## src/hdl/crc_framed_packet_parser_top_macros.svh

```systemverilog
// Assertion helpers for the parser modules; cfpp_back includes them.
// Both expect clk and rst_n in scope.
`ifndef CRC_FRAMED_PACKET_PARSER_TOP_MACROS_SVH
`define CRC_FRAMED_PACKET_PARSER_TOP_MACROS_SVH

// same-cycle implication
`define CFPP_ASSERT_IMP(label, ante, cons, msg) \
    label: assert property (@(posedge clk) disable iff (!rst_n) (ante) |-> (cons)) \
        else $error(msg);

// next-cycle implication
`define CFPP_ASSERT_NXT(label, ante, cons, msg) \
    label: assert property (@(posedge clk) disable iff (!rst_n) (ante) |=> (cons)) \
        else $error(msg);

`endif

```

## src/hdl/cfpp_pkg.sv

```systemverilog
`timescale 1ns / 1ps

package cfpp_pkg;

    localparam int PAYLOAD_MAX = 64;
    localparam int PAYLOAD_AW  = $clog2(PAYLOAD_MAX);
    localparam int LEN_W       = $clog2(PAYLOAD_MAX + 1);
    localparam int HEADER_LEN  = 5;

    localparam logic [15:0] CRC_INIT = 16'hFFFF;
    localparam logic [15:0] CRC_POLY = 16'h1021;
    localparam logic [15:0] CRC_TOP  = 16'h8000;

    localparam int CMD_DEPTH = 4;
    localparam int CMD_AW    = $clog2(CMD_DEPTH);

    localparam logic [1:0] ST_NONE = 2'd0;
    localparam logic [1:0] ST_OK   = 2'd1;
    localparam logic [1:0] ST_ERR  = 2'd2;

    localparam logic [1:0] REG_START_FIRST  = 2'd0;
    localparam logic [1:0] REG_START_SECOND = 2'd1;
    localparam logic [1:0] REG_VERSION      = 2'd2;

    typedef enum logic [1:0] {
        CMD_NONE = 2'd0,
        CMD_ERR  = 2'd1,
        CMD_OK   = 2'd2
    } cmd_kind_t;

    // one command per accepted byte, front to back
    typedef struct packed {
        cmd_kind_t        kind;
        logic [7:0]       pkt_type;
        logic [7:0]       seq_number;
        logic [LEN_W-1:0] payload_length;
    } cmd_t;

    typedef struct packed {
        logic                  en;
        logic [PAYLOAD_AW-1:0] addr;
        logic [7:0]            data;
    } mem_wr_t;

    typedef struct packed {
        logic [1:0]            status;
        logic [7:0]            pkt_type;
        logic [7:0]            seq_number;
        logic [LEN_W-1:0]      payload_length;
        logic [7:0]            payload_byte;
        logic [PAYLOAD_AW-1:0] byte_index;
        logic                  last;
    } result_t;

    // CRC-16, poly 0x1021, MSB first, one byte
    function automatic logic [15:0] crc16_byte(input logic [15:0] crc, input logic [7:0] b);
        logic [15:0] c;
        c = crc ^ {b, 8'h00};
        for (int k = 0; k < 8; k++)
        begin
            if ((c & CRC_TOP) != 16'h0000)
                c = {c[14:0], 1'b0} ^ CRC_POLY;
            else
                c = {c[14:0], 1'b0};
        end
        return c;
    endfunction

endpackage

```

## src/hdl/cfpp_cmd_fifo.sv

```systemverilog
`timescale 1ns / 1ps

module cfpp_cmd_fifo
    import cfpp_pkg::*;
(
    input  logic clk,
    input  logic rst_n,
    input  logic push,
    input  cmd_t push_data,
    output logic full,
    input  logic pop,
    output logic valid,
    output cmd_t pop_data
);

    cmd_t              slots_reg [CMD_DEPTH];
    logic [CMD_AW-1:0] wr_ptr_reg, wr_ptr_next;
    logic [CMD_AW-1:0] rd_ptr_reg, rd_ptr_next;
    logic [CMD_AW:0]   count_reg, count_next;
    logic              do_push, do_pop;

    assign full     = (count_reg == (CMD_AW + 1)'(CMD_DEPTH));
    assign valid    = (count_reg != '0);
    assign pop_data = slots_reg[rd_ptr_reg];
    assign do_push  = push && !full;
    assign do_pop   = pop && valid;

    always_comb
    begin
        wr_ptr_next = do_push ? wr_ptr_reg + 1'b1 : wr_ptr_reg;
        rd_ptr_next = do_pop ? rd_ptr_reg + 1'b1 : rd_ptr_reg;
        count_next  = count_reg;
        if (do_push && !do_pop)
            count_next = count_reg + 1'b1;
        else if (!do_push && do_pop)
            count_next = count_reg - 1'b1;
    end

    always_ff @(posedge clk or negedge rst_n)
    begin
        if (!rst_n)
        begin
            wr_ptr_reg <= '0;
            rd_ptr_reg <= '0;
            count_reg  <= '0;
        end
        else
        begin
            wr_ptr_reg <= wr_ptr_next;
            rd_ptr_reg <= rd_ptr_next;
            count_reg  <= count_next;
        end
    end

    always_ff @(posedge clk)
    begin
        if (do_push)
            slots_reg[wr_ptr_reg] <= push_data;
    end

endmodule

```

## src/hdl/cfpp_front.sv

```systemverilog
`timescale 1ns / 1ps

module cfpp_front
    import cfpp_pkg::*;
(
    input  logic       clk,
    input  logic       rst_n,
    input  logic       push,
    output logic       full,
    input  logic [7:0] in_byte,
    input  logic       cfg_valid,
    input  logic [1:0] cfg_index,
    input  logic [7:0] cfg_data,
    input  logic       cmd_full,
    output logic       cmd_push,
    output cmd_t       cmd_data,
    output mem_wr_t    mem_wr,
    input  logic       run_done
);

    typedef enum logic [4:0] {
        PH_SOF_A    = 5'b00001,
        PH_SOF_B    = 5'b00010,
        PH_HEADER   = 5'b00100,
        PH_PAYLOAD  = 5'b01000,
        PH_CRC      = 5'b10000
    } phase_t;

    phase_t           phase_reg, phase_next;
    logic [2:0]       header_count_reg, header_count_next;
    logic [7:0]       frame_type_reg, frame_type_next;
    logic [7:0]       frame_seq_reg, frame_seq_next;
    logic [15:0]      frame_length_reg, frame_length_next;
    logic [LEN_W-1:0] payload_count_reg, payload_count_next;
    logic [15:0]      running_crc_reg, running_crc_next;
    logic [7:0]       crc_low_byte_reg, crc_low_byte_next;
    logic             crc_count_reg, crc_count_next;
    logic             version_ok_reg, version_ok_next;
    logic             run_pending_reg, run_pending_next;
    logic [7:0]       start_first_reg, start_second_reg, version_reg;

    logic             accept;
    logic             do_clear, go_sof_b, run_set;

    // payload writes wait until the previous frame has been read out
    assign full     = cmd_full || ((phase_reg == PH_PAYLOAD) && run_pending_reg);
    assign accept   = push && !full;
    assign cmd_push = accept;

    always_comb
    begin
        phase_next         = phase_reg;
        header_count_next  = header_count_reg;
        frame_type_next    = frame_type_reg;
        frame_seq_next     = frame_seq_reg;
        frame_length_next  = frame_length_reg;
        payload_count_next = payload_count_reg;
        running_crc_next   = running_crc_reg;
        crc_low_byte_next  = crc_low_byte_reg;
        crc_count_next     = crc_count_reg;
        version_ok_next    = version_ok_reg;
        do_clear           = 1'b0;
        go_sof_b           = 1'b0;
        run_set            = 1'b0;
        cmd_data           = '{kind: CMD_NONE, pkt_type: '0, seq_number: '0,
                               payload_length: '0};
        mem_wr             = '{en: 1'b0, addr: payload_count_reg[PAYLOAD_AW-1:0],
                               data: in_byte};

        if (accept)
        begin
            case (phase_reg)
                PH_SOF_A:
                begin
                    if (in_byte == start_first_reg)
                    begin
                        do_clear = 1'b1;
                        go_sof_b = 1'b1;
                    end
                end
                PH_SOF_B:
                begin
                    if (in_byte == start_second_reg)
                    begin
                        phase_next        = PH_HEADER;
                        header_count_next = '0;
                    end
                    else if (in_byte != start_first_reg)
                    begin
                        do_clear = 1'b1;
                    end
                end
                PH_HEADER:
                begin
                    running_crc_next = crc16_byte(running_crc_reg, in_byte);
                    case (header_count_reg)
                        3'd0:    version_ok_next = (in_byte == version_reg);
                        3'd1:    frame_type_next = in_byte;
                        3'd2:    frame_seq_next  = in_byte;
                        3'd3:    frame_length_next = {frame_length_reg[15:8], in_byte};
                        default: frame_length_next = {in_byte, frame_length_reg[7:0]};
                    endcase
                    if (header_count_reg == 3'(HEADER_LEN - 1))
                    begin
                        header_count_next  = '0;
                        payload_count_next = '0;
                        if (!version_ok_next || frame_length_next > 16'(PAYLOAD_MAX))
                        begin
                            do_clear      = 1'b1;
                            cmd_data.kind = CMD_ERR;
                        end
                        else if (frame_length_next == 16'h0000)
                            phase_next = PH_CRC;
                        else
                            phase_next = PH_PAYLOAD;
                    end
                    else
                    begin
                        header_count_next = header_count_reg + 3'd1;
                    end
                end
                PH_PAYLOAD:
                begin
                    running_crc_next   = crc16_byte(running_crc_reg, in_byte);
                    mem_wr.en          = (payload_count_reg < LEN_W'(PAYLOAD_MAX));
                    payload_count_next = payload_count_reg + 1'b1;
                    if (16'(payload_count_next) >= frame_length_reg)
                    begin
                        payload_count_next = '0;
                        crc_count_next     = 1'b0;
                        phase_next         = PH_CRC;
                    end
                end
                PH_CRC:
                begin
                    if (!crc_count_reg)
                    begin
                        crc_low_byte_next = in_byte;
                        crc_count_next    = 1'b1;
                    end
                    else
                    begin
                        do_clear = 1'b1;
                        if ({in_byte, crc_low_byte_reg} != running_crc_reg)
                            cmd_data.kind = CMD_ERR;
                        else
                        begin
                            cmd_data.kind           = CMD_OK;
                            cmd_data.pkt_type       = frame_type_reg;
                            cmd_data.seq_number     = frame_seq_reg;
                            cmd_data.payload_length = frame_length_reg[LEN_W-1:0];
                            run_set = (frame_length_reg != 16'h0000);
                        end
                    end
                end
                default:
                begin
                    do_clear = 1'b1;
                end
            endcase

            if (do_clear)
            begin
                phase_next         = PH_SOF_A;
                header_count_next  = '0;
                frame_type_next    = '0;
                frame_seq_next     = '0;
                frame_length_next  = '0;
                payload_count_next = '0;
                running_crc_next   = CRC_INIT;
                crc_low_byte_next  = '0;
                crc_count_next     = 1'b0;
                version_ok_next    = 1'b0;
            end
            if (go_sof_b)
                phase_next = PH_SOF_B;
        end

        run_pending_next = run_pending_reg;
        if (run_done)
            run_pending_next = 1'b0;
        if (run_set)
            run_pending_next = 1'b1;
    end

    always_ff @(posedge clk or negedge rst_n)
    begin
        if (!rst_n)
        begin
            phase_reg         <= PH_SOF_A;
            header_count_reg  <= '0;
            frame_type_reg    <= '0;
            frame_seq_reg     <= '0;
            frame_length_reg  <= '0;
            payload_count_reg <= '0;
            running_crc_reg   <= CRC_INIT;
            crc_low_byte_reg  <= '0;
            crc_count_reg     <= 1'b0;
            version_ok_reg    <= 1'b0;
            run_pending_reg   <= 1'b0;
        end
        else
        begin
            phase_reg         <= phase_next;
            header_count_reg  <= header_count_next;
            frame_type_reg    <= frame_type_next;
            frame_seq_reg     <= frame_seq_next;
            frame_length_reg  <= frame_length_next;
            payload_count_reg <= payload_count_next;
            running_crc_reg   <= running_crc_next;
            crc_low_byte_reg  <= crc_low_byte_next;
            crc_count_reg     <= crc_count_next;
            version_ok_reg    <= version_ok_next;
            run_pending_reg   <= run_pending_next;
        end
    end

    // config registers; index 3 is ignored
    always_ff @(posedge clk or negedge rst_n)
    begin
        if (!rst_n)
        begin
            start_first_reg  <= 8'hAA;
            start_second_reg <= 8'h55;
            version_reg      <= 8'h01;
        end
        else if (cfg_valid)
        begin
            case (cfg_index)
                REG_START_FIRST:  start_first_reg  <= cfg_data;
                REG_START_SECOND: start_second_reg <= cfg_data;
                REG_VERSION:      version_reg      <= cfg_data;
                default:          ;
            endcase
        end
    end

endmodule

```

## src/hdl/cfpp_back.sv

```systemverilog
`timescale 1ns / 1ps

module cfpp_back
    import cfpp_pkg::*;
(
    input  logic    clk,
    input  logic    rst_n,
    input  logic    cmd_valid,
    input  cmd_t    cmd_data,
    output logic    cmd_pop,
    input  mem_wr_t mem_wr,
    output logic    run_done,
    output logic    res_valid,
    output result_t res_data,
    input  logic    res_pop
);

    `include "crc_framed_packet_parser_top_macros.svh"

    typedef enum logic [2:0] {
        BK_IDLE = 3'b001,
        BK_READ = 3'b010,
        BK_EMIT = 3'b100
    } back_state_t;

    back_state_t           state_reg, state_next;
    logic [7:0]            payload_mem [PAYLOAD_MAX];
    logic [7:0]            rd_data_reg;
    logic                  rd_en;
    logic [7:0]            run_type_reg, run_type_next;
    logic [7:0]            run_seq_reg, run_seq_next;
    logic [LEN_W-1:0]      run_len_reg, run_len_next;
    logic [PAYLOAD_AW-1:0] idx_reg, idx_next;
    logic                  out_valid_reg, out_valid_next;
    result_t               out_reg, out_next;
    logic                  out_free, idx_last;
    logic                  res_single, single_clean;
    logic                  res_run_last, last_idx_match;
    logic                  emit_in_range, run_last_shown;

    assign out_free  = !out_valid_reg || res_pop;
    assign idx_last  = (LEN_W'(idx_reg) == run_len_reg - 1'b1);
    assign res_valid = out_valid_reg;
    assign res_data  = out_reg;

    always_comb
    begin
        state_next     = state_reg;
        run_type_next  = run_type_reg;
        run_seq_next   = run_seq_reg;
        run_len_next   = run_len_reg;
        idx_next       = idx_reg;
        out_valid_next = out_valid_reg && !res_pop;
        out_next       = out_reg;
        cmd_pop        = 1'b0;
        rd_en          = 1'b0;
        run_done       = 1'b0;

        case (state_reg)
            BK_IDLE:
            begin
                if (cmd_valid)
                begin
                    if (cmd_data.kind == CMD_OK && cmd_data.payload_length != '0)
                    begin
                        cmd_pop       = 1'b1;
                        run_type_next = cmd_data.pkt_type;
                        run_seq_next  = cmd_data.seq_number;
                        run_len_next  = cmd_data.payload_length;
                        idx_next      = '0;
                        state_next    = BK_READ;
                    end
                    else if (out_free)
                    begin
                        cmd_pop        = 1'b1;
                        out_valid_next = 1'b1;
                        out_next       = '{status: ST_NONE, pkt_type: '0, seq_number: '0,
                                           payload_length: '0, payload_byte: '0,
                                           byte_index: '0, last: 1'b1};
                        if (cmd_data.kind == CMD_ERR)
                            out_next.status = ST_ERR;
                        else if (cmd_data.kind == CMD_OK)
                        begin
                            // empty payload: one result, header fields only
                            out_next.status     = ST_OK;
                            out_next.pkt_type   = cmd_data.pkt_type;
                            out_next.seq_number = cmd_data.seq_number;
                        end
                    end
                end
            end
            BK_READ:
            begin
                rd_en      = 1'b1;
                state_next = BK_EMIT;
            end
            BK_EMIT:
            begin
                if (out_free)
                begin
                    out_valid_next = 1'b1;
                    out_next       = '{status: ST_OK, pkt_type: run_type_reg,
                                       seq_number: run_seq_reg, payload_length: run_len_reg,
                                       payload_byte: rd_data_reg, byte_index: idx_reg,
                                       last: idx_last};
                    if (idx_last)
                    begin
                        run_done   = 1'b1;
                        state_next = BK_IDLE;
                    end
                    else
                    begin
                        idx_next   = idx_reg + 1'b1;
                        state_next = BK_READ;
                    end
                end
            end
            default:
            begin
                state_next = BK_IDLE;
            end
        endcase
    end

    always_ff @(posedge clk or negedge rst_n)
    begin
        if (!rst_n)
        begin
            state_reg     <= BK_IDLE;
            out_valid_reg <= 1'b0;
            idx_reg       <= '0;
            run_len_reg   <= '0;
        end
        else
        begin
            state_reg     <= state_next;
            out_valid_reg <= out_valid_next;
            idx_reg       <= idx_next;
            run_len_reg   <= run_len_next;
        end
    end

    always_ff @(posedge clk)
    begin
        run_type_reg <= run_type_next;
        run_seq_reg  <= run_seq_next;
        out_reg      <= out_next;
    end

    // payload buffer: front writes, read-out reads
    always_ff @(posedge clk)
    begin
        if (mem_wr.en)
            payload_mem[mem_wr.addr] <= mem_wr.data;
        if (rd_en)
            rd_data_reg <= payload_mem[idx_reg];
    end

    assign res_single     = out_valid_reg && out_reg.status != ST_OK;
    assign single_clean   = out_reg.last && out_reg.pkt_type == 8'h00
                            && out_reg.payload_length == '0;
    assign res_run_last   = out_valid_reg && out_reg.status == ST_OK && out_reg.last
                            && out_reg.payload_length != '0;
    assign last_idx_match = (LEN_W'(out_reg.byte_index) == out_reg.payload_length - 1'b1);
    assign emit_in_range  = run_len_reg != '0 && LEN_W'(idx_reg) < run_len_reg;
    assign run_last_shown = out_valid_reg && out_reg.last && out_reg.status == ST_OK;

    `CFPP_ASSERT_IMP(a_single_result_fields, res_single, single_clean, "none/error result carries data")
    `CFPP_ASSERT_IMP(a_run_last_index, res_run_last, last_idx_match, "last flag off final byte")
    `CFPP_ASSERT_IMP(a_emit_in_range, state_reg == BK_EMIT, emit_in_range, "index past length")
    `CFPP_ASSERT_NXT(a_done_shows_last, run_done, run_last_shown, "run end without last result")

endmodule

```

## src/hdl/crc_framed_packet_parser_top.sv

```systemverilog
`timescale 1ns / 1ps
// Channel   | Direction | Handshake                | Payload
// ----------+-----------+--------------------------+----------------------------------
// input     | in        | push / full              | in_byte
// result    | out       | empty / pop              | status, pkt_type, seq_number,
//           |           |                          | payload_length, payload_byte,
//           |           |                          | byte_index, last
// config    | in        | cfg_valid / cfg_ready    | cfg_index, cfg_data
//
// One byte is taken per cycle while the 4-entry command queue has room; each byte
// gives one command. A good frame reads its payload out one result at a time, each
// through a buffer read and then the output register. A byte in the payload phase
// of the next frame is held off (full) until the previous frame's read-out is done.
// rst_n is asynchronous; the payload buffer needs no clearing pass.

module crc_framed_packet_parser_top
    import cfpp_pkg::*;
(
    input  logic                  clk,
    input  logic                  rst_n,
    input  logic                  push,
    output logic                  full,
    input  logic [7:0]            in_byte,
    output logic                  empty,
    input  logic                  pop,
    output logic [1:0]            status,
    output logic [7:0]            pkt_type,
    output logic [7:0]            seq_number,
    output logic [LEN_W-1:0]      payload_length,
    output logic [7:0]            payload_byte,
    output logic [PAYLOAD_AW-1:0] byte_index,
    output logic                  last,
    input  logic                  cfg_valid,
    output logic                  cfg_ready,
    input  logic [1:0]            cfg_index,
    input  logic [7:0]            cfg_data
);

    cmd_t    push_cmd, head_cmd;
    logic    cmd_push, cmd_full, cmd_valid, cmd_pop;
    mem_wr_t mem_wr;
    logic    run_done;
    logic    res_valid;
    result_t res_data;

    assign cfg_ready = 1'b1;

    cfpp_front u_front (
        .clk       (clk),
        .rst_n     (rst_n),
        .push      (push),
        .full      (full),
        .in_byte   (in_byte),
        .cfg_valid (cfg_valid),
        .cfg_index (cfg_index),
        .cfg_data  (cfg_data),
        .cmd_full  (cmd_full),
        .cmd_push  (cmd_push),
        .cmd_data  (push_cmd),
        .mem_wr    (mem_wr),
        .run_done  (run_done)
    );

    cfpp_cmd_fifo u_cmd_fifo (
        .clk       (clk),
        .rst_n     (rst_n),
        .push      (cmd_push),
        .push_data (push_cmd),
        .full      (cmd_full),
        .pop       (cmd_pop),
        .valid     (cmd_valid),
        .pop_data  (head_cmd)
    );

    cfpp_back u_back (
        .clk       (clk),
        .rst_n     (rst_n),
        .cmd_valid (cmd_valid),
        .cmd_data  (head_cmd),
        .cmd_pop   (cmd_pop),
        .mem_wr    (mem_wr),
        .run_done  (run_done),
        .res_valid (res_valid),
        .res_data  (res_data),
        .res_pop   (pop)
    );

    assign empty          = !res_valid;
    assign status         = res_data.status;
    assign pkt_type       = res_data.pkt_type;
    assign seq_number     = res_data.seq_number;
    assign payload_length = res_data.payload_length;
    assign payload_byte   = res_data.payload_byte;
    assign byte_index     = res_data.byte_index;
    assign last           = res_data.last;

endmodule

```

## config.mk

```make
export PLATFORM = sky130hd
export DESIGN_NAME = crc_framed_packet_parser_top
export DESIGN_NICKNAME = d
export VERILOG_FILES = /design/src/hdl/cfpp_pkg.sv /design/src/hdl/cfpp_cmd_fifo.sv /design/src/hdl/cfpp_front.sv /design/src/hdl/cfpp_back.sv /design/src/hdl/crc_framed_packet_parser_top.sv
export VERILOG_INCLUDE_DIRS = /design/src /design/src/hdl
export SDC_FILE = /design/constraint.sdc
export NUM_CORES = 1
export LEC_CHECK = 0
export BUFFER_PORTS_ARGS = -buffer_cell sky130_fd_sc_hd__buf_2
export CAP_MARGIN = 25
export CORE_MARGIN = 8
export CORE_UTILIZATION = 35
export DETAILED_ROUTE_END_ITERATION = 7
export PLACE_DENSITY = 0.54
export SLEW_MARGIN = 20
export SYNTH_ARGS = -nofsm -noshare
export SYNTH_HDL_FRONTEND = slang
export SYNTH_SLANG_ARGS = --single-unit
```

## constraint.sdc

```tcl
create_clock -name clk -period 5 [get_ports clk]
set_clock_uncertainty 0.05 [all_clocks]
set_input_delay 1 -clock clk [delete_from_list [all_inputs] [get_ports clk]]
set_output_delay 1 -clock clk [all_outputs]
set_load 0.02 [all_outputs]
```

== Yosys cells after proc, flatten, opt, wreduce, memory -nomap -nowiden ==
Memory sizes are Yosys's and may differ from the RTL's. A register that Yosys moved wholly into a read port is not among the register bits.
Cells that the tools add are included.

* Bits in registers: 178
* Memory bits (writable): 612
* Input port bits: 23
* Output and inout port bits: 43
* Logic and storage cells: 293
* Memories: 2

* Add/subtract/negate cells: 8
* $lt $le $gt $ge: 3
* Equality and inequality tests: 37
* Muxes and demuxes: 145
* Bitwise gates (word level): 16
* Reductions and logical operators: 52

{| class="wikitable"
|+ Memory list
! memory !! depth !! width !! read ports !! clocked after Yosys merged registers in !! write ports !! line !! source
|-
| u_back.payload_mem || 64 || 8 || 1 || 1 || 1 || cfpp_back.sv:27 || <nowiki>logic [7:0] payload_mem [PAYLOAD_MAX];</nowiki>
|-
| u_cmd_fifo.slots_reg || 4 || 25 || 1 || 0 || 1 || cfpp_cmd_fifo.sv:16 || <nowiki>cmd_t slots_reg [CMD_DEPTH];</nowiki>
|}

{| class="wikitable"
|+ Operators by type and width
! cell !! count
|-
| $mux 16 || 34
|-
| $mux 13 || 15
|-
| $mux 40 || 4
|-
| $pmux 40 s2 || 1
|-
| $mux 8 || 9
|-
| $pmux 16 s2 || 2
|-
| $mux 25 || 2
|-
| $mux 23 || 2
|-
| $not 3->3 || 15
|-
| $mux 1 || 40
|-
| $mux 5 || 7
|-
| $eq 8x8->1 || 3
|-
| $mux 3 || 8
|-
| $mux 6 || 4
|-
| $reduce_and 3->1 || 8
|-
| $mux 7 || 3
|-
| $mux 17 || 1
|-
| $ge 7x16->1 || 1
|-
| $gt 16x7->1 const B || 1
|-
| $logic_not 16->1 || 1
|-
| $ne 16x16->1 || 1
|-
| $reduce_bool 16->1 || 1
|-
| $xor 16x16->16 || 1
|-
| $pmux 5 s3 || 1
|-
| 46 further kinds || 96
|}

== Longest topological paths before layout ==
Gate-level depths: netlist of run 1.

* Depth after elaboration: 34
* Mapped depth: 12
* Depth with buffers taken out: 11

== Cells and area by module ==
Synthesis of run 1 repeated with hierarchy kept, for this count alone.

* Cells, all modules: 1932
* Area total of the unflattened synthesis: 33166.8 sq um

{| class="wikitable"
|+ By module, submodules not included
! module !! times used !! cells each !! area each (sq um) !! seq. area each (sq um)
|-
| cfpp_back || 1 || 1242 || 23592.6 || 17723.2
|-
| cfpp_front || 1 || 521 || 5479.0 || 2484.9
|-
| cfpp_cmd_fifo || 1 || 166 || 4080.2 || 3178.0
|-
| crc_framed_packet_parser_top || 1 || 3 || 15.0 || 0.0
|}

== Worst setup path after synthesis of run 1 ==
No wires, ideal clock.

* Kind: flip-flop to flip-flop
* Start: register u_cmd_fifo.rd_ptr_reg[0]
* End: register u_back.out_reg (netlist bit u_back.res_data[0]) (enable)
* Library setup time: 0.437 ns
* Data arrival time: 3.504 ns
* Required time: 4.513 ns
* Path slack: 1.009 ns
* Stages on the path, launching flop included: 9
* Path buffers: 2
* Clock period less this slack: 3.991 ns
* Path through: dfrtp_1 buf_2 buf_2 mux4_2 nor3_1 a21oi_1 inv_1 a21oi_1 nor2_1

* Longest elaborated chain between the ends: 5
* Elaborated cells on any way between the ends: 6
* Classes of those cells: eq/ne (2); reduce/logical (3); memory (1)

{| class="wikitable"
|+ Ends and longest elaborated chain
! element !! line !! source
|-
| from (decl) || cfpp_cmd_fifo.sv:18 || <nowiki>logic [CMD_AW-1:0] rd_ptr_reg, rd_ptr_next;</nowiki>
|-
| from (signal assigned) || cfpp_cmd_fifo.sv:50 || <nowiki>rd_ptr_reg <= rd_ptr_next;</nowiki>
|-
| $mem_v2 4x25 (*) || - ||
|-
| $reduce_bool 7->1 or $eq 2x2->1 (tied branches) || cfpp_back.sv:64 || <nowiki>if (cmd_data.kind == CMD_OK && cmd_data.payload_length != '0)</nowiki>
|-
| $logic_and 1x1->1 (*) || cfpp_back.sv:64 ||
|-
| $ne 2x2->1 (no line) (*) || - ||
|-
| $reduce_and 5->1 (no line) (*) || - ||
|-
| to (signal assigned) || cfpp_back.sv:147 || <nowiki>out_reg <= out_next;</nowiki>
|-
| to (decl) || cfpp_back.sv:35 || <nowiki>result_t out_reg, out_next;</nowiki>
|}

Every way passes the cells marked *; elsewhere a longest branch is shown, timed or not.
A chain may end at the register's enable or synchronous reset.

== Worst setup path after layout of run 1 ==
* Start: register u_cmd_fifo.rd_ptr_reg[0]
* End: register u_cmd_fifo.count_reg[2]

* Longest elaborated chain between the ends: 10
* Elaborated cells on any way between the ends: 13
* Classes of those cells: eq/ne (1); mux (4); reduce/logical (7); memory (1)

{| class="wikitable"
|+ Ends and longest elaborated chain
! element !! line !! source
|-
| $mem_v2 4x25 (*) || - ||
|-
| $reduce_bool 7->1 or $eq 2x2->1 (tied branches) || cfpp_back.sv:64 ||
|-
| $logic_and 1x1->1 (*) || cfpp_back.sv:64 ||
|-
| $mux 1 (*) || cfpp_back.sv:64 ||
|-
| $mux 1 (*) || cfpp_back.sv:62 || <nowiki>if (cmd_valid)</nowiki>
|-
| $mux 1 (*) || cfpp_back.sv:59 || <nowiki>case (state_reg)</nowiki>
|-
| $logic_and 1x1->1 (*) || cfpp_cmd_fifo.sv:26 || <nowiki>assign do_pop = pop && valid;</nowiki>
|-
| $logic_not 1->1 || cfpp_cmd_fifo.sv:33 || <nowiki>if (do_push && !do_pop)</nowiki>
|-
| $logic_and 1x1->1 || cfpp_cmd_fifo.sv:33 ||
|-
| $mux 3 or $reduce_bool 2->1 (tied branches) || - ||
|-
| to (signal assigned) || cfpp_cmd_fifo.sv:51 || <nowiki>count_reg <= count_next;</nowiki>
|-
| to (decl) || cfpp_cmd_fifo.sv:19 || <nowiki>logic [CMD_AW:0] count_reg, count_next;</nowiki>
|}

Marked as above.

==> flow_summary_export.csv, run 1 <==
group,metric,value,unit
logic_synthesis,synth_edf_count,676,
sta,rsz0062_at_grt,"false",
sta,final.setup.tns,0,ns
worst_setup_path,cp-end-kind,"register",
worst_setup_path,critPathMaxStageDelay,0.65,ns
sta,clock.fmax,259,MHz
logic_synthesis,synth_flop_cell,"edfxtp_1",
logic_synthesis,yosys-top-cells-count,"edfxtp_1 (676), mux4_2 (193), nor2_1 (116), dfrtp_1 (95), nand2_1 (74)",
clock_tree,postCtsSetupRepairBufs,0,
worst_setup_path,critPathMaxFanout,12,
clock_tree,ctsLongestPathBuffers,3,
routing,ant_nets,0,
logic_synthesis,netlist.area_leader.share,0.630,
floorplanning,die_w,319,um
sta,hold_viol,0,
routing,wirelength,73.1,mm
worst_setup_path,crit_type,"reg2reg",
run_status,status,"completed",
placed_design,io_buffers,64,
worst_setup_path,path_depth,11,
layout,largest_register_ffs,512,
clock_tree,cts_root_buf,"clkbuf_16",
clock_tree,ctsResizeCount,0,
floorplanning,rows,111,
worst_setup_path,r2r_slack,1.14,ns
logic_synthesis,synth_nets,1763,
worst_setup_path,r2r-end,"u_cmd_fifo.count_reg[2]$_DFFE_PN0P_",
routing,vias_per_cell,5.16,
global_route,grt.total_usage,0.142,
flow_run,maxCapViolations,0,
clock_tree,h-tree-depth,3,
global_route,grt_pass1_wl,110,mm
logic_synthesis,seq_area_frac_synth,0.726,
worst_setup_path,cp-endpoint,"u_cmd_fifo.count_reg[2]$_DFFE_PN0P_",
global_route,grt_max_degree,70,
worst_setup_path,cp.required,5.50,ns
layout,drive_gt1_frac,0.265,
logic_synthesis,synth_warnings,0,
clock_tree,cts_tree,"yes",
sta,setup_viol,0,
logic_synthesis,async_flop_share,0.153,
global_route,grt_pass1_vias,16600,
worst_setup_path,crit_slowest_cell,"dfrtp_1",
floorplanning,initial_core_util,0.352,
worst_setup_path,crit_family,"compound AO/OA/AOI/OAI gates",
pwr,p_leak,0.0122,uW
logic_synthesis,avgSynthCellArea,18.7,sq um
worst_setup_path,crit-reg2reg-launch,"u_cmd_fifo.rd_ptr_reg[0]$_DFFE_PN0P_",
layout,area_growth,14.4,%
logic_synthesis,synth.most_common_cell,"edfxtp_1",
routing,drt-pass1-iter-count,5,
global_route,grt.met3_usage,0.0294,
floorplanning,io_pins,66,
placed_design,hpwlAfterDp,47.0,mm
clock_tree,clkTransAtPathRegs,0.06,ns
placed_design,gp_congestion,0.789,
logic_synthesis,yosysTopAreaCell,"edfxtp_1",
clock_tree,holdBufCountCts,0,
global_route,overflow,0,
routing,drc,0,
clock_tree,clock-sinks,798,
sta,period_minus_slack,3.86,ns
worst_setup_path,cp_common_cell,"xor2_1",
worst_hold_path,hp-class,"in2async",
sta,drv_slew,0,
clock_tree,insertion_delay,0.63,ns
sta,min_period_over_period,0.773,
global_route,grtUsageMet2,0.229,
worst_setup_path,startpoint,"u_cmd_fifo.rd_ptr_reg[0]$_DFFE_PN0P_",
pwr,peakVddDrop,224,uV
sta,max_slew.worst_pin.slew,1.04,ns
floorplanning,core-area,0.0915,sq mm
worst_setup_path,worstPathArrival,4.36,ns
floorplanning,dieArea,0.102,sq mm
global_route,antenna_found_initial,7,
global_route,busiest_layer,"met2",
pwr,p_per_area,469,mW/mm^2
routing,drtIter0Drc,1310,
global_route,grt_use_met1,0.196,
worst_setup_path,path_buf_inv,2,
worst_setup_path,cp-start-kind,"register",
floorplanning,die_y,319,um
worst_setup_path,path_cells,"buf_4 -> mux4_2 -> nor3_1 -> a21oi_1 -> o21ai_0 -> ha_1 -> inv_1 -> fa_1 -> xor2_1 -> nor2_1 -> xor2_1",
worst_setup_path,r2r_cells,11,
logic_synthesis,synth_cells,1719,
layout,final_nets,1870,
logic_synthesis,synth.area.top_cells,"edfxtp_1 (63%), mux4_2 (13%), dfrtp_1 (7.4%), dfstp_2 (2.2%), nor2_1 (1.4%)",
sta,slew_headroom,0.305,
pwr,power,17300,uW
clock_tree,cts_made_buffers,84,
routing,wire_per_inst,23.7,um
logic_synthesis,ys_ff_latch,798,
routing,dr_total_vias,15900,
logic_synthesis,synth_area,0.0322,sq mm
logic_synthesis,yosys.cell_types.count,67,
==> placed cells by master, fill, tap and decap left out, drive strengths merged, types with 27 or more instances in the layout <==
master  instances
a21oi          27
a22o           42
and2           46
buf           105
clkbuf        106
clkinv         31
dfrtp          95
dfstp          27
edfxtp        676
inv            27
mux2           32
mux4          193
nand2          74
nor2          116
o21ai          42
xnor2          29
xor2           43
==> where the power goes <==
part / leakage, uW / switching, uW / internal, uW
Sequential: 0.00777 / 268 / 7850
Combinational: 0.00302 / 1740 / 1110
Clock: 0.00137 / 2550 / 3800
Total: 0.0122 / 4560 / 12800
==> area by class of cell <==
| cell class | count | area (sq um) |
|---|---|---|
| diodes | 1 | 2.50 |
| well taps | 1186 | 1480 |
| flip-flops and latches | 798 | 23400 |
| inverters | 24 | 90.1 |
| fillers | 8041 | 54600 |
| clock buffers | 106 | 2240 |
| repair buffers | 105 | 676 |
| multi-input cells | 813 | 8420 |
| clock inverters | 49 | 579 |
==> worst min path at each step <==
stage | start | to | depth (start not counted) | slack, ns
2_1_floorplan | u_front.version_ok_reg$_DFFE_PN0P_ | u_front.version_ok_reg$_DFFE_PN0P_ | 2 | 0.41
3_3_place_gp | u_front.frame_length_reg[11]$_DFFE_PN0P_ | u_front.frame_length_reg[11]$_DFFE_PN0P_ | 1 | 0.44
3_5_place_dp | u_front.frame_seq_reg[6]$_DFFE_PN0P_ | u_front.frame_seq_reg[6]$_DFFE_PN0P_ | 1 | 0.44
4_1_cts | rst_n | u_front.frame_seq_reg[6]$_DFFE_PN0P_ | 1 | 0.27
5_1_grt | rst_n | u_front.frame_seq_reg[6]$_DFFE_PN0P_ | 1 | 0.31
6_report | rst_n | u_front.frame_seq_reg[6]$_DFFE_PN0P_ | 1 | 0.30
==> per-stage QoR <==
| stage | hold WS, ns | cell area (sq um) | setup WS [ns] | utilization | std cells |
|---|---|---|---|---|---|
| after floorplan | 0.413 | 32200 | 1.01 | - | 1719 |
| after global placement | 0.439 | 34000 | 0.900 | 0.372 | 2925 |
| after detailed placement | 0.440 | 34000 | 0.865 | 0.372 | 2925 |
| after CTS | 0.273 | 36900 | 1.05 | 0.403 | 3080 |
| after global routing | 0.309 | 36900 | 0.739 | 0.403 | 3081 |
| final | 0.298 | 36900 | 1.14 | 0.403 | 3082 |
==> kinds of logic after synthesis <==
kind of cell	count (synthesis)	share of synthesized area
compound gates	149	0.0321
xor+xnor	72	0.0196
fa+ha+maj	21	0.00839
buf+inv	108	0.0138
flops	798	0.726
mux	225	0.146
other cells	1	0.000116
simple gates	345	0.0544
==> layer usage <==
metal  part of all wire  wire length (um)
met1               0.45             32600
met2               0.48             35300
met3              0.053              3860
met4              0.018              1330
met5            0.00037                27
(Power assumes the default switching activity.)
==> run 2, diff against run 1 <==
--- a/config.mk
+++ b/config.mk
@@ -6,6 +6,7 @@
 export SDC_FILE = /design/constraint.sdc
 export NUM_CORES = 1
 export LEC_CHECK = 0
+export ABC_AREA = 1
 export BUFFER_PORTS_ARGS = -buffer_cell sky130_fd_sc_hd__buf_2
 export CAP_MARGIN = 25
 export CORE_MARGIN = 8
==> constraint.sdc (replaced) <==
create_clock -name clk -period 4 [get_ports clk]
set_clock_uncertainty 0.05 [all_clocks]
set_input_delay 0.8 -clock clk [delete_from_list [all_inputs] [get_ports clk]]
set_output_delay 0.8 -clock clk [all_outputs]
set_load 0.02 [all_outputs]
==> flow_summary_export.csv, run 2 <==
group,metric,value,unit
routing,dr_total_vias,21900,
clock_tree,ctsResizeCount,0,
worst_setup_path,crit_slowest_cell,"nor2_1",
sta,period_minus_slack,3.54,ns
sta,clock.fmax,282,MHz
routing,wire_per_inst,20.9,um
clock_tree,cts_root_buf,"clkbuf_16",
placed_design,pre_cts_slack,0.419,ns
clock_tree,cts_tree,"yes",
floorplanning,core-area,0.0944,sq mm
run_status,status,"completed",
global_route,overflow,0,
layout,mostFrequentLayoutCell,"edfxtp_1",
logic_synthesis,synth_area,0.0332,sq mm
floorplanning,die_w,324,um
worst_setup_path,cp.required,4.21,ns
sta,worst_slack,0.456,ns
logic_synthesis,netlist.area_leader.share,0.612,
logic_synthesis,synth_nets,2860,
worst_setup_path,cp-start-kind,"register",
layout,area_growth,15.2,%
pwr,p_leak,0.0137,uW
layout,diodes,0,
global_route,grt.total_usage,0.167,
routing,drc,0,
worst_hold_path,hp-class,"in2async",
worst_setup_path,cp_common_cell,"inv_1",
logic_synthesis,synth_cells,2816,
floorplanning,dieArea,0.105,sq mm
pwr,p_per_area,670,mW/mm^2
layout,final_nets,2957,
sta,rsz0062_at_grt,"false",
logic_synthesis,yosysTopAreaCell,"edfxtp_1",
sta,setup_viol,0,
floorplanning,rows,113,
worst_setup_path,path_cells,"inv_1 -> nand2_1 -> inv_1 -> nand4_1 -> inv_1 -> nand2_1 -> nand3_2 -> inv_1 -> nand2_1 -> nor2_1 -> nand3_1 -> buf_4 -> nor2_1",
logic_synthesis,synth_flop_cell,"edfxtp_1",
worst_setup_path,critPathMaxFanout,8,
logic_synthesis,yosys-top-cells-count,"edfxtp_1 (676), nor2_1 (487), o21ai_0 (377), nand2_1 (315), inv_1 (149)",
placed_design,gp_congestion,0.872,
floorplanning,die_y,324,um
clock_tree,h-tree-depth,3,
routing,drtIter0Drc,2075,
clock_tree,ctsLongestPathBuffers,3,
global_route,grt_max_degree,170,
placed_design,io_buffers,64,
clock_tree,insertion_delay,0.66,ns
logic_synthesis,synth.most_common_cell,"edfxtp_1",
worst_setup_path,critPathMaxStageDelay,0.65,ns
layout,layoutNonFillerInstCount,4249,
placed_design,post-place-cells,4090,
worst_setup_path,cp-end-kind,"register",
sta,max_slew.worst_pin.slew,0.989,ns
routing,drt-pass1-iter-count,7,
worst_setup_path,worstPathArrival,3.76,ns
sta,slew_headroom,0.339,
pwr,power,25600,uW
layout,most-common-layout-cells,"edfxtp_1 (676), nor2_1 (482), o21ai_0 (377)",
floorplanning,io_pins,66,
flow_run,maxCapViolations,0,
layout,largest_register_ffs,512,
global_route,antenna_found_initial,3,
clock_tree,clock-sinks,798,
clock_tree,cts_made_buffers,86,
logic_synthesis,async_flop_share,0.153,
sta,final.setup.tns,0,ns
logic_synthesis,synth.area.top_cells,"edfxtp_1 (61%), dfrtp_1 (7.2%), o21ai_0 (5.7%), nor2_1 (5.5%), nand2_1 (3.6%)",
sta,min_period_over_period,0.886,
placed_design,hpwlAfterDp,55.7,mm
global_route,grt_pass1_wl,135,mm
logic_synthesis,seq_area_frac_synth,0.705,
layout,drive_gt1_frac,0.120,
global_route,grt_pass1_vias,21800,
clock_tree,postCtsSetupRepairBufs,0,
logic_synthesis,synth_edf_count,676,
floorplanning,initial_core_util,0.351,
logic_synthesis,yosys.cell_types.count,55,
routing,ant_nets,0,
routing,vias_per_cell,5.16,
sta,hold_viol,0,
logic_synthesis,avgSynthCellArea,11.8,sq um
logic_synthesis,ys_ff_latch,798,
sta,drv_slew,0,
clock_tree,clkTransAtPathRegs,0.06,ns
clock_tree,holdBufCountCts,0,
pwr,peakVddDrop,433,uV
routing,wirelength,88.9,mm
worst_setup_path,crit_type,"reg2reg",
logic_synthesis,synth_warnings,0,
-- run 2: cell count changes in the layout (fill, tap and decap cells not counted), sizes merged, moves of 18 or more --
cell    change
and2       -42
nand2     +245
a21oi      +18
a22o       -26
o21ai     +361
buf        +58
mux4      -193
nand3      +99
o221ai     +49
mux2       -31
o22ai      +95
inv       +134
nor2      +373
-- run 2: layout make-up --
cell class                 instances  area [sq um]
sequential                       798         23400
clock buffer                     111          2340
clock inverter                    48           572
timing repair buffer             163          1130
fill                            8960         56200
tap                             1265          1580
inverter                         159           604
multi-input combinational       1705          8580
-- run 2: metrics by stage --
step / util / area, sq um / hold slack [ns]
floorplan: - / 33200 / 0.392
global placement: 0.374 / 35300 / 0.410
detailed placement: 0.374 / 35300 / 0.412
CTS: 0.405 / 38200 / 0.221
global route: 0.405 / 38200 / 0.249
finish: 0.405 / 38200 / 0.208
-- run 2: worst max-delay path, delay by kind of cell, from the launching register on --
| kind | cells | cell delay, ns |
|---|---|---|
| buf+inv | 5 | 0.71 |
| flops | 1 | 0.54 |
| simple gates | 8 | 1.87 |
-- run 2: logic make-up (layout without fill, tap and decap cells) --
family                     count (synthesis)  in the layout  synth area share
and+or+nand+nor                          968            968             0.119
xor gates and xnor gates                  54             54            0.0143
buffers and inverters                    313            481            0.0366
AOI/OAI and AO/OA                        660            660             0.116
adders and majority gates                 21             21           0.00815
other                                      1              1          0.000113
muxes                                      1              1          0.000340
DFF                                      798            798             0.705
-- run 2: where the power goes --
group	leakage, uW	internal [uW]	total [uW]	switching, uW
clock	0.00143	4870	8140	3270
sequential	0.00769	10100	10600	416
combinational	0.00463	1960	6910	4950
total	0.0137	17000	25600	8640
-- run 2: worst paths after layout --
| kind | startpoint | endpoint | slack (ns) | cells after the start |
|---|---|---|---|---|
| min in group clk | cfg_data[6] | u_front.start_second_reg[6]$_DFFE_PN1P_ | 0.38 | 3 |
| setup reg to reg | u_front.phase_reg[0]$_DFFE_PN1P_ | u_back.payload_mem[12][4]$_DFFE_PP_ | 0.46 | 13 |
| setup / recovery | u_front.phase_reg[0]$_DFFE_PN1P_ | u_back.payload_mem[12][4]$_DFFE_PP_ | 0.46 | 13 |
| max in group asynchronous | rst_n | u_back.state_reg[0]$_DFFE_PN1P_ | 2.82 | 2 |
| hold reg to reg | u_front.phase_reg[0]$_DFFE_PN1P_ | u_front.phase_reg[0]$_DFFE_PN1P_ | 0.42 | 2 |
| hold / removal | rst_n | u_cmd_fifo.wr_ptr_reg[0]$_DFFE_PN0P_ | 0.21 | 1 |
-- run 2: routing by layer --
layer	up-vias	global-route usage	routed length (um)	share of wire
li1	10300	-	-	-
met1	10900	0.222	38300	0.43
met2	653	0.285	43700	0.49
met3	139	0.0275	4930	0.055
met4	2	0.0427	1930	0.022
met5	-	0	13	0.00015
